--- src/rtl/lbcs_pkg.sv ---
// Shared types and constants for the LED blink-code sequencer.
// Holds the field widths, phase and action codes, register indexes, reset values and state bundle; depends on nothing.
package lbcs_pkg;

    // Field widths
    localparam int unsigned MS_W     = 16;
    localparam int unsigned BLINK_W  = 5;
    localparam int unsigned ROUND_W  = 4;
    localparam int unsigned SRC_W    = 4;
    localparam int unsigned CODE_W   = 5;
    localparam int unsigned HALF_W   = 10;
    localparam int unsigned PHASE_W  = 3;
    localparam int unsigned ACTION_W = 2;

    // Sequencer phases
    localparam logic [PHASE_W-1:0] PH_IDLE      = 3'd0;
    localparam logic [PHASE_W-1:0] PH_SRC_ON    = 3'd1;
    localparam logic [PHASE_W-1:0] PH_SRC_OFF   = 3'd2;
    localparam logic [PHASE_W-1:0] PH_SRC_GAP   = 3'd3;
    localparam logic [PHASE_W-1:0] PH_CODE_ON   = 3'd4;
    localparam logic [PHASE_W-1:0] PH_CODE_OFF  = 3'd5;
    localparam logic [PHASE_W-1:0] PH_ROUND_GAP = 3'd6;

    // Input actions
    localparam logic [ACTION_W-1:0] ACT_TICK    = 2'd0;
    localparam logic [ACTION_W-1:0] ACT_REQUEST = 2'd1;
    localparam logic [ACTION_W-1:0] ACT_OFF     = 2'd2;

    // Configuration register indexes
    localparam logic [1:0] REG_SOURCE_GAP  = 2'd0;
    localparam logic [1:0] REG_ROUND_GAP   = 2'd1;
    localparam logic [1:0] REG_ROUND_TOTAL = 2'd2;

    // Reset values of the configuration registers
    localparam logic [MS_W-1:0]    SOURCE_GAP_RST  = 16'd500;
    localparam logic [MS_W-1:0]    ROUND_GAP_RST   = 16'd1500;
    localparam logic [ROUND_W-1:0] ROUND_TOTAL_RST = 4'd2;

    // Phase, time left in the phase and blinks left, as one bundle
    typedef struct packed {
        logic [PHASE_W-1:0] phase;
        logic [MS_W-1:0]    ms;
        logic [BLINK_W-1:0] blinks;
    } seq_t;

endpackage

--- src/rtl/led_blink_code_sequencer.sv ---
// Top level of the LED blink-code sequencer: sequencer state registers, one-pass
// next-state logic and a registered result word. Depends on lbcs_pkg.
//
// The block takes one word per clock: a one-millisecond tick, a blink request
// or a force-off command (selected by s_axis_tuser), and answers each word with
// one result word carrying the LED state, the busy flag and whether a request
// was taken. Each word is handled in one pass of next-state logic; its
// result appears on the output register in the cycle after acceptance, and a new
// word is accepted every cycle as long as the output register is empty or
// being drained in the same cycle. Zero-length phases (a zero source gap, zero
// counts) are passed over within that same pass. Configuration writes are
// always accepted and take effect on the next word.
module led_blink_code_sequencer
    import lbcs_pkg::*;
(
    input  logic        clk,
    input  logic        rst_n,
    // Configuration write channel
    input  logic        cfg_valid,
    output logic        cfg_ready,
    input  logic [1:0]  cfg_addr,
    input  logic [15:0] cfg_data,
    // Input words
    input  logic        s_axis_tvalid,
    output logic        s_axis_tready,
    // [3:0] source_count, [8:4] code_count, [18:9] half_period_ms,
    // [19] forever_req, [23:20] zero
    input  logic [23:0] s_axis_tdata,
    // [1:0] action
    input  logic [1:0]  s_axis_tuser,
    // Result words
    output logic        m_axis_tvalid,
    input  logic        m_axis_tready,
    // [0] led_on, [1] busy_res, [2] request_taken, [7:3] zero
    output logic [7:0]  m_axis_tdata
);

    // Configuration registers
    logic [MS_W-1:0]    source_gap_reg;
    logic [MS_W-1:0]    round_gap_reg;
    logic [ROUND_W-1:0] round_total_reg;

    // Sequencer state
    seq_t               seq_reg, seq_next;
    logic [ROUND_W-1:0] rounds_done_reg, rounds_done_next;
    logic [SRC_W-1:0]   held_src_reg, held_src_next;
    logic [CODE_W-1:0]  held_code_reg, held_code_next;
    logic [HALF_W-1:0]  held_half_reg, held_half_next;
    logic               held_forever_reg, held_forever_next;

    // Result register
    logic               out_valid_reg;
    logic [2:0]         out_data_reg, out_data_next;

    // Input field views
    logic [ACTION_W-1:0] in_action;
    logic [SRC_W-1:0]    in_src;
    logic [CODE_W-1:0]   in_code;
    logic [HALF_W-1:0]   in_half;
    logic                in_forever;
    logic                in_accept;
    logic                taken;

    assign in_action  = s_axis_tuser;
    assign in_src     = s_axis_tdata[3:0];
    assign in_code    = s_axis_tdata[8:4];
    assign in_half    = s_axis_tdata[18:9];
    assign in_forever = s_axis_tdata[19];

    assign cfg_ready     = 1'b1;
    assign s_axis_tready = !out_valid_reg || m_axis_tready;
    assign in_accept     = s_axis_tvalid && s_axis_tready;
    assign m_axis_tvalid = out_valid_reg;
    assign m_axis_tdata  = {5'b0, out_data_reg};

    // Entry after the source gap: code blinks, or straight to the round gap.
    function automatic seq_t after_src_gap(
        input logic [BLINK_W-1:0] blinks_in,
        input logic [CODE_W-1:0]  code,
        input logic [HALF_W-1:0]  half,
        input logic [MS_W-1:0]    rg
    );
        seq_t s;
        s.blinks = blinks_in;
        if (code != '0)
        begin
            s.phase  = PH_CODE_ON;
            s.ms     = {{(MS_W-HALF_W){1'b0}}, half};
            s.blinks = code;
        end
        else
        begin
            s.phase = PH_ROUND_GAP;
            s.ms    = (rg != '0) ? rg : MS_W'(1);
        end
        return s;
    endfunction

    // Entry into the source gap, passed over when its length is zero.
    function automatic seq_t enter_src_gap(
        input logic [BLINK_W-1:0] blinks_in,
        input logic [CODE_W-1:0]  code,
        input logic [HALF_W-1:0]  half,
        input logic [MS_W-1:0]    sg,
        input logic [MS_W-1:0]    rg
    );
        seq_t s;
        if (sg != '0)
        begin
            s.phase  = PH_SRC_GAP;
            s.ms     = sg;
            s.blinks = blinks_in;
        end
        else
        begin
            s = after_src_gap(blinks_in, code, half, rg);
        end
        return s;
    endfunction

    // Start of a round: source blinks, or the source gap when there are none.
    function automatic seq_t begin_round(
        input logic [SRC_W-1:0]  src,
        input logic [CODE_W-1:0] code,
        input logic [HALF_W-1:0] half,
        input logic [MS_W-1:0]   sg,
        input logic [MS_W-1:0]   rg
    );
        seq_t s;
        if (src != '0)
        begin
            s.phase  = PH_SRC_ON;
            s.ms     = {{(MS_W-HALF_W){1'b0}}, half};
            s.blinks = {{(BLINK_W-SRC_W){1'b0}}, src};
        end
        else
        begin
            s = enter_src_gap('0, code, half, sg, rg);
        end
        return s;
    endfunction

    // Next state for one accepted word.
    always_comb
    begin
        logic [ROUND_W-1:0] total;
        logic [BLINK_W-1:0] bl_dec;
        logic [MS_W-1:0]    half_ms;

        seq_next          = seq_reg;
        rounds_done_next  = rounds_done_reg;
        held_src_next     = held_src_reg;
        held_code_next    = held_code_reg;
        held_half_next    = held_half_reg;
        held_forever_next = held_forever_reg;
        taken             = 1'b0;
        total             = (round_total_reg != '0) ? round_total_reg : ROUND_W'(1);
        bl_dec            = seq_reg.blinks - BLINK_W'(1);
        half_ms           = {{(MS_W-HALF_W){1'b0}}, held_half_reg};

        case (in_action)
            ACT_TICK:
            begin
                if (seq_reg.phase != PH_IDLE)
                begin
                    if (seq_reg.ms != '0)
                    begin
                        seq_next.ms = seq_reg.ms - MS_W'(1);
                    end
                    // Phase ends: move on, passing over zero-length phases.
                    if (seq_next.ms == '0)
                    begin
                        case (seq_reg.phase)
                            PH_SRC_ON:
                            begin
                                seq_next.phase = PH_SRC_OFF;
                                seq_next.ms    = half_ms;
                            end
                            PH_SRC_OFF:
                            begin
                                if (bl_dec != '0)
                                begin
                                    seq_next.phase  = PH_SRC_ON;
                                    seq_next.ms     = half_ms;
                                    seq_next.blinks = bl_dec;
                                end
                                else
                                begin
                                    seq_next = enter_src_gap(bl_dec, held_code_reg,
                                        held_half_reg, source_gap_reg, round_gap_reg);
                                end
                            end
                            PH_SRC_GAP:
                            begin
                                seq_next = after_src_gap(seq_reg.blinks, held_code_reg,
                                    held_half_reg, round_gap_reg);
                            end
                            PH_CODE_ON:
                            begin
                                seq_next.phase = PH_CODE_OFF;
                                seq_next.ms    = half_ms;
                            end
                            PH_CODE_OFF:
                            begin
                                seq_next.blinks = bl_dec;
                                if (bl_dec != '0)
                                begin
                                    seq_next.phase = PH_CODE_ON;
                                    seq_next.ms    = half_ms;
                                end
                                else
                                begin
                                    seq_next.phase = PH_ROUND_GAP;
                                    seq_next.ms    = (round_gap_reg != '0) ?
                                                     round_gap_reg : MS_W'(1);
                                end
                            end
                            PH_ROUND_GAP:
                            begin
                                if (!held_forever_reg &&
                                    (rounds_done_reg + ROUND_W'(1)) >= total)
                                begin
                                    seq_next         = '0;
                                    rounds_done_next = '0;
                                end
                                else
                                begin
                                    if (!held_forever_reg)
                                    begin
                                        rounds_done_next = rounds_done_reg + ROUND_W'(1);
                                    end
                                    seq_next = begin_round(held_src_reg, held_code_reg,
                                        held_half_reg, source_gap_reg, round_gap_reg);
                                end
                            end
                            default:
                            begin
                                seq_next         = '0;
                                rounds_done_next = '0;
                            end
                        endcase
                    end
                end
            end
            ACT_REQUEST:
            begin
                // A request starts a sequence only from idle.
                if (seq_reg.phase == PH_IDLE)
                begin
                    held_src_next     = in_src;
                    held_code_next    = in_code;
                    held_half_next    = (in_half != '0) ? in_half : HALF_W'(1);
                    held_forever_next = in_forever;
                    rounds_done_next  = '0;
                    seq_next = begin_round(in_src, in_code, held_half_next,
                        source_gap_reg, round_gap_reg);
                    taken = 1'b1;
                end
            end
            ACT_OFF:
            begin
                seq_next         = '0;
                rounds_done_next = '0;
            end
            default:
            begin
                seq_next = seq_reg;
            end
        endcase

        out_data_next = {taken, (seq_next.phase != PH_IDLE),
                         (seq_next.phase == PH_SRC_ON || seq_next.phase == PH_CODE_ON)};
    end

    // Configuration registers
    always_ff @(posedge clk or negedge rst_n)
    begin
        if (!rst_n)
        begin
            source_gap_reg  <= SOURCE_GAP_RST;
            round_gap_reg   <= ROUND_GAP_RST;
            round_total_reg <= ROUND_TOTAL_RST;
        end
        else if (cfg_valid && cfg_ready)
        begin
            case (cfg_addr)
                REG_SOURCE_GAP:  source_gap_reg  <= cfg_data;
                REG_ROUND_GAP:   round_gap_reg   <= cfg_data;
                REG_ROUND_TOTAL: round_total_reg <= cfg_data[ROUND_W-1:0];
                default:         round_total_reg <= round_total_reg;
            endcase
        end
    end

    // Sequencer state, updated on each accepted word.
    always_ff @(posedge clk or negedge rst_n)
    begin
        if (!rst_n)
        begin
            seq_reg          <= '0;
            rounds_done_reg  <= '0;
            held_src_reg     <= '0;
            held_code_reg    <= '0;
            held_half_reg    <= '0;
            held_forever_reg <= 1'b0;
        end
        else if (in_accept)
        begin
            seq_reg          <= seq_next;
            rounds_done_reg  <= rounds_done_next;
            held_src_reg     <= held_src_next;
            held_code_reg    <= held_code_next;
            held_half_reg    <= held_half_next;
            held_forever_reg <= held_forever_next;
        end
    end

    // Result word register.
    always_ff @(posedge clk or negedge rst_n)
    begin
        if (!rst_n)
        begin
            out_valid_reg <= 1'b0;
        end
        else if (in_accept)
        begin
            out_valid_reg <= 1'b1;
        end
        else if (m_axis_tready)
        begin
            out_valid_reg <= 1'b0;
        end
    end

    always_ff @(posedge clk)
    begin
        if (in_accept)
        begin
            out_data_reg <= out_data_next;
        end
    end

endmodule
--- config.mk ---
export PLATFORM = sky130hd
export DESIGN_NAME = led_blink_code_sequencer
export DESIGN_NICKNAME = d
export VERILOG_FILES = /design/src/rtl/lbcs_pkg.sv /design/src/rtl/led_blink_code_sequencer.sv
export SDC_FILE = /design/constraint.sdc
export NUM_CORES = 1
export LEC_CHECK = 0
export ABC_AREA = 1
export ABC_CLOCK_PERIOD_IN_PS = 2400
export BUFFER_PORTS_ARGS = -buffer_cell sky130_fd_sc_hd__buf_2
export CAP_MARGIN = 25
export CORE_MARGIN = 1.5
export CORE_UTILIZATION = 35
export DETAILED_ROUTE_END_ITERATION = 10
export PLACE_DENSITY = 0.59
export RECOVER_POWER = 100
export SLEW_MARGIN = 20
export SYNTH_ARGS = -nofsm -noshare
export SYNTH_HDL_FRONTEND = slang
export SYNTH_SLANG_ARGS = --single-unit
--- constraint.sdc ---
create_clock -name clk -period 2.4 [get_ports clk]
set_input_delay 0 -clock clk [delete_from_list [all_inputs] [get_ports clk]]
set_output_delay 0 -clock clk [all_outputs]
set_load 0.01 [all_outputs]
==> metrics <==
result of the run finished with violations; violated checks setup timing; count of filler cells inserted in the layout around 1900; Antenna Diode Count 0; Clock Skews 0.00774 ns; Clock transition at path regs about 0.07 ns; DIE HEIGHT 138 µm; Post-DP HPWL 15600 µm; Final Setup Violations 1; required time at the worst-slack endpoint between 2 and 3 ns; count of flip-flops with a built-in enable after synthesis 3; combined area of the multi-input logic cells 3730 µm²; total global routing overflow 0; row count 49; number of flip-flops and latches in the synthesized netlist 88; crit path capture type flop; pwr dens 747 nW/µm²; drt wl/cell 15.3 µm; cell count after synthesis 948; Avg Cell Area, Syn about 6.7 µm²; clock root buffer master sky130_fd_sc_hd__clkbuf_16; commonest non-fill, non-tap cell in the layout sky130_fd_sc_hd__nand2_1; vias in the first global route 6246; post-route total power ~6 mW; Leakage 3.85 nW; pin slew with the least headroom to its limit 1.24 ns; I/O Buffers 49; sequential fraction of the synthesis area 0.351; overall die area 19000 µm²; cell type of the slowest stage on the worst timing path sky130_fd_sc_hd__dfrtp_1; Syn Std Cell Area 6360 µm²; unrepaired setup endpoints after global routing yes; latest clock arrival within the worst-skew pair around 0.35 ns; initial antenna violation count 0; share of synthesized registers carrying an async set or reset 0.966; main area contributors after synthesis sky130_fd_sc_hd__dfrtp_1, sky130_fd_sc_hd__nand2_1, sky130_fd_sc_hd__o21ai_0; TritonCTS buffer count 9; most used flip-flop cell after synthesis sky130_fd_sc_hd__dfrtp_1; level count of the clock H-tree 3; RD Place Congestion 0.921; maximum frequency from static timing analysis 412 MHz; arrival time of data at the critical path endpoint 2.70 ns; Peak supply drop 412 µV; overall die width between 100 and 150 µm; final critical-path required period 2.43 ns; # IOs 60; critical-path cell list nor2_2 -> nand2_4 -> nor2_4 -> buf_4 -> nand3_1 -> nand2_2 -> nand3_2 -> nor2_4 -> nand3_4 -> nand2_2 -> nand2_4 -> nor2_8 -> inv_4 -> nor2_4 -> nand2_1 -> o21ai_2; clock tree from TritonCTS yes; area of the placeable core 17900 µm²; maximum number of pins on one net before global-route repair between 40 and 50; area grow syn2layout 30.1%; DRC violations left 0; number of flip-flops under the largest register name 24; largest stage delay on the critical path 0.46 ns; effective utilization at floorplan 0.355; DR vias about 6700; maximum fanout along the worst path 6; Yosys cell types 50; most common cell type on the critical path sky130_fd_sc_hd__nor2_4; Register Area ~2200 µm²; post-route setup TNS -0.0260 ns; number of endpoints with negative hold slack in the final report 0; wire length of the first global-routing pass around 33000 µm; path class of the lowest-slack min-delay path in -> reg; fin crit share 1.01; YS warnings 0; maximum clock path buffer count 2; total wire length after detailed routing 20500 µm; number of nets in the finished design 1160; leading cell types in the layout, fill and taps excluded sky130_fd_sc_hd__nand2_1, sky130_fd_sc_hd__inv_1, sky130_fd_sc_hd__nor2_1; pins over their slew limit 0; buffers plus inverters on the worst setup path 2; cell family contributing the most delay on the critical path simple AND/OR/NAND/NOR gates; DR iter-0 viols 635; critical path type reg -> reg; Worst Setup Start Kind flop; number of sinks driven by the clock tree 88; pre-CTS worst setup slack -0.0801 ns; GRT Resource Usage Total 0.221; max-capacitance violation count 0; via density per instance 5.04; iteration count of the initial detailed-routing pass 7; crit path setup slack, layout -0.0260 ns; headroom to the max-slew limit 0.172; remaining antenna violation count after routing 0; area share of the largest cell type after synthesis 0.279; fraction of final layout cells sized beyond drive strength 1 0.226; cell type with the highest aggregate area in the netlist sky130_fd_sc_hd__dfrtp_1
[per-layer routing]
layer  vias up  share of wire  global-route usage
met1      3083           0.49               0.325
met3        25          0.050              0.0302
li1       3420              -                   -
met2       189           0.44               0.334
met5         -              0                   0
met4         0          0.019              0.0689
[cell usage after synthesis (4+ instances only)]
library cell	count
sky130_fd_sc_hd__nand2_1	234
sky130_fd_sc_hd__inv_1	110
sky130_fd_sc_hd__nor2_1	106
sky130_fd_sc_hd__o21ai_0	91
sky130_fd_sc_hd__a21oi_1	84
sky130_fd_sc_hd__dfrtp_1	71
sky130_fd_sc_hd__nand3_1	60
sky130_fd_sc_hd__o22ai_1	19
sky130_fd_sc_hd__clkbuf_1	16
sky130_fd_sc_hd__nand4_1	15
sky130_fd_sc_hd__dfstp_2	14
sky130_fd_sc_hd__ha_1	11
sky130_fd_sc_hd__or2_2	8
sky130_fd_sc_hd__buf_2	7
sky130_fd_sc_hd__buf_4	6
sky130_fd_sc_hd__nor2_4	6
sky130_fd_sc_hd__o211ai_1	6
sky130_fd_sc_hd__clkinv_1	5
sky130_fd_sc_hd__nor2_2	5
sky130_fd_sc_hd__o22a_1	5
sky130_fd_sc_hd__a31oi_1	4
sky130_fd_sc_hd__inv_2	4
sky130_fd_sc_hd__nand2_2	4
sky130_fd_sc_hd__nand3b_1	4
sky130_fd_sc_hd__nor3_1	4
sky130_fd_sc_hd__o21ai_2	4
[path summary, 6_finish.rpt]
check	startpoint	to	slack (ns)	depth (start not counted)
setup / recovery	seq_reg[7]$_DFFE_PN0P_	seq_reg[0]$_DFFE_PN0P_	-0.03	16
hold / removal	s_axis_tvalid	out_data_reg[0]$_DFFE_PP_	0.09	3
setup reg to reg	seq_reg[7]$_DFFE_PN0P_	seq_reg[0]$_DFFE_PN0P_	-0.03	16
hold reg to reg	round_gap_reg[11]$_DFFE_PN0P_	round_gap_reg[11]$_DFFE_PN0P_	0.49	2
max in group asynchronous	rst_n	source_gap_reg[12]$_DFFE_PN0P_	0.35	3
min in group asynchronous	rst_n	seq_reg[21]$_DFFE_PN0P_	0.46	2
[cell families (layout without fill, tap and decap cells)]
family	count (synthesis)	count (layout)	synth area share
AND/OR/NAND/NOR	460	460	0.321
buffers and inverters	155	308	0.100
AO/OA/AOI/OAI	228	228	0.199
flip-flops	88	88	0.351
XOR/XNOR	4	4	0.00551
adder cells (fa/ha/maj)	11	11	0.0216
other	2	6	0.00118
[report_power, final]
part	internal [mW]	switching [mW]
logic	1.04	1.52
clock network	0.743	0.629
registers	1.90	0.344
[metrics by stage]
stage	util	hold slack [ns]	cell area, µm²	std cells
final	0.462	0.0936	8280	1334
after global routing	0.462	0.127	8280	1334
after CTS	0.452	0.0505	8100	1332
after detailed placement	0.413	0.0801	7400	1279
after global placement	0.413	0.0729	7400	1279
after floorplan	-	-0.296	6380	952
[worst register-to-register path: cells and delay by family (launching register included)]
| family | cells | cell delay (ns) |
|---|---|---|
| AO/OA/AOI/OAI | 1 | 0.08 |
| buffers and inverters | 2 | 0.19 |
| flip-flops | 1 | 0.46 |
| AND/OR/NAND/NOR | 13 | 1.63 |
[cell type report]
cell class                 instances  share of cell area
tap                              229              0.0346
timing repair buffer             172               0.154
clock buffer                      10              0.0289
clock inverter                     6             0.00605
sequential                        88               0.270
multi-input combinational        709               0.451
inverter                         120              0.0555
[timing repair]
item,CTS,global route
gates resized for setup,11,54
endpoints found under the setup margin,14,30
setup buffers,0,2
pin swaps,4,6
hold buffers,38,0
endpoints found under the hold margin,101,0
Note: power is estimated with default switching activity, not from simulation.
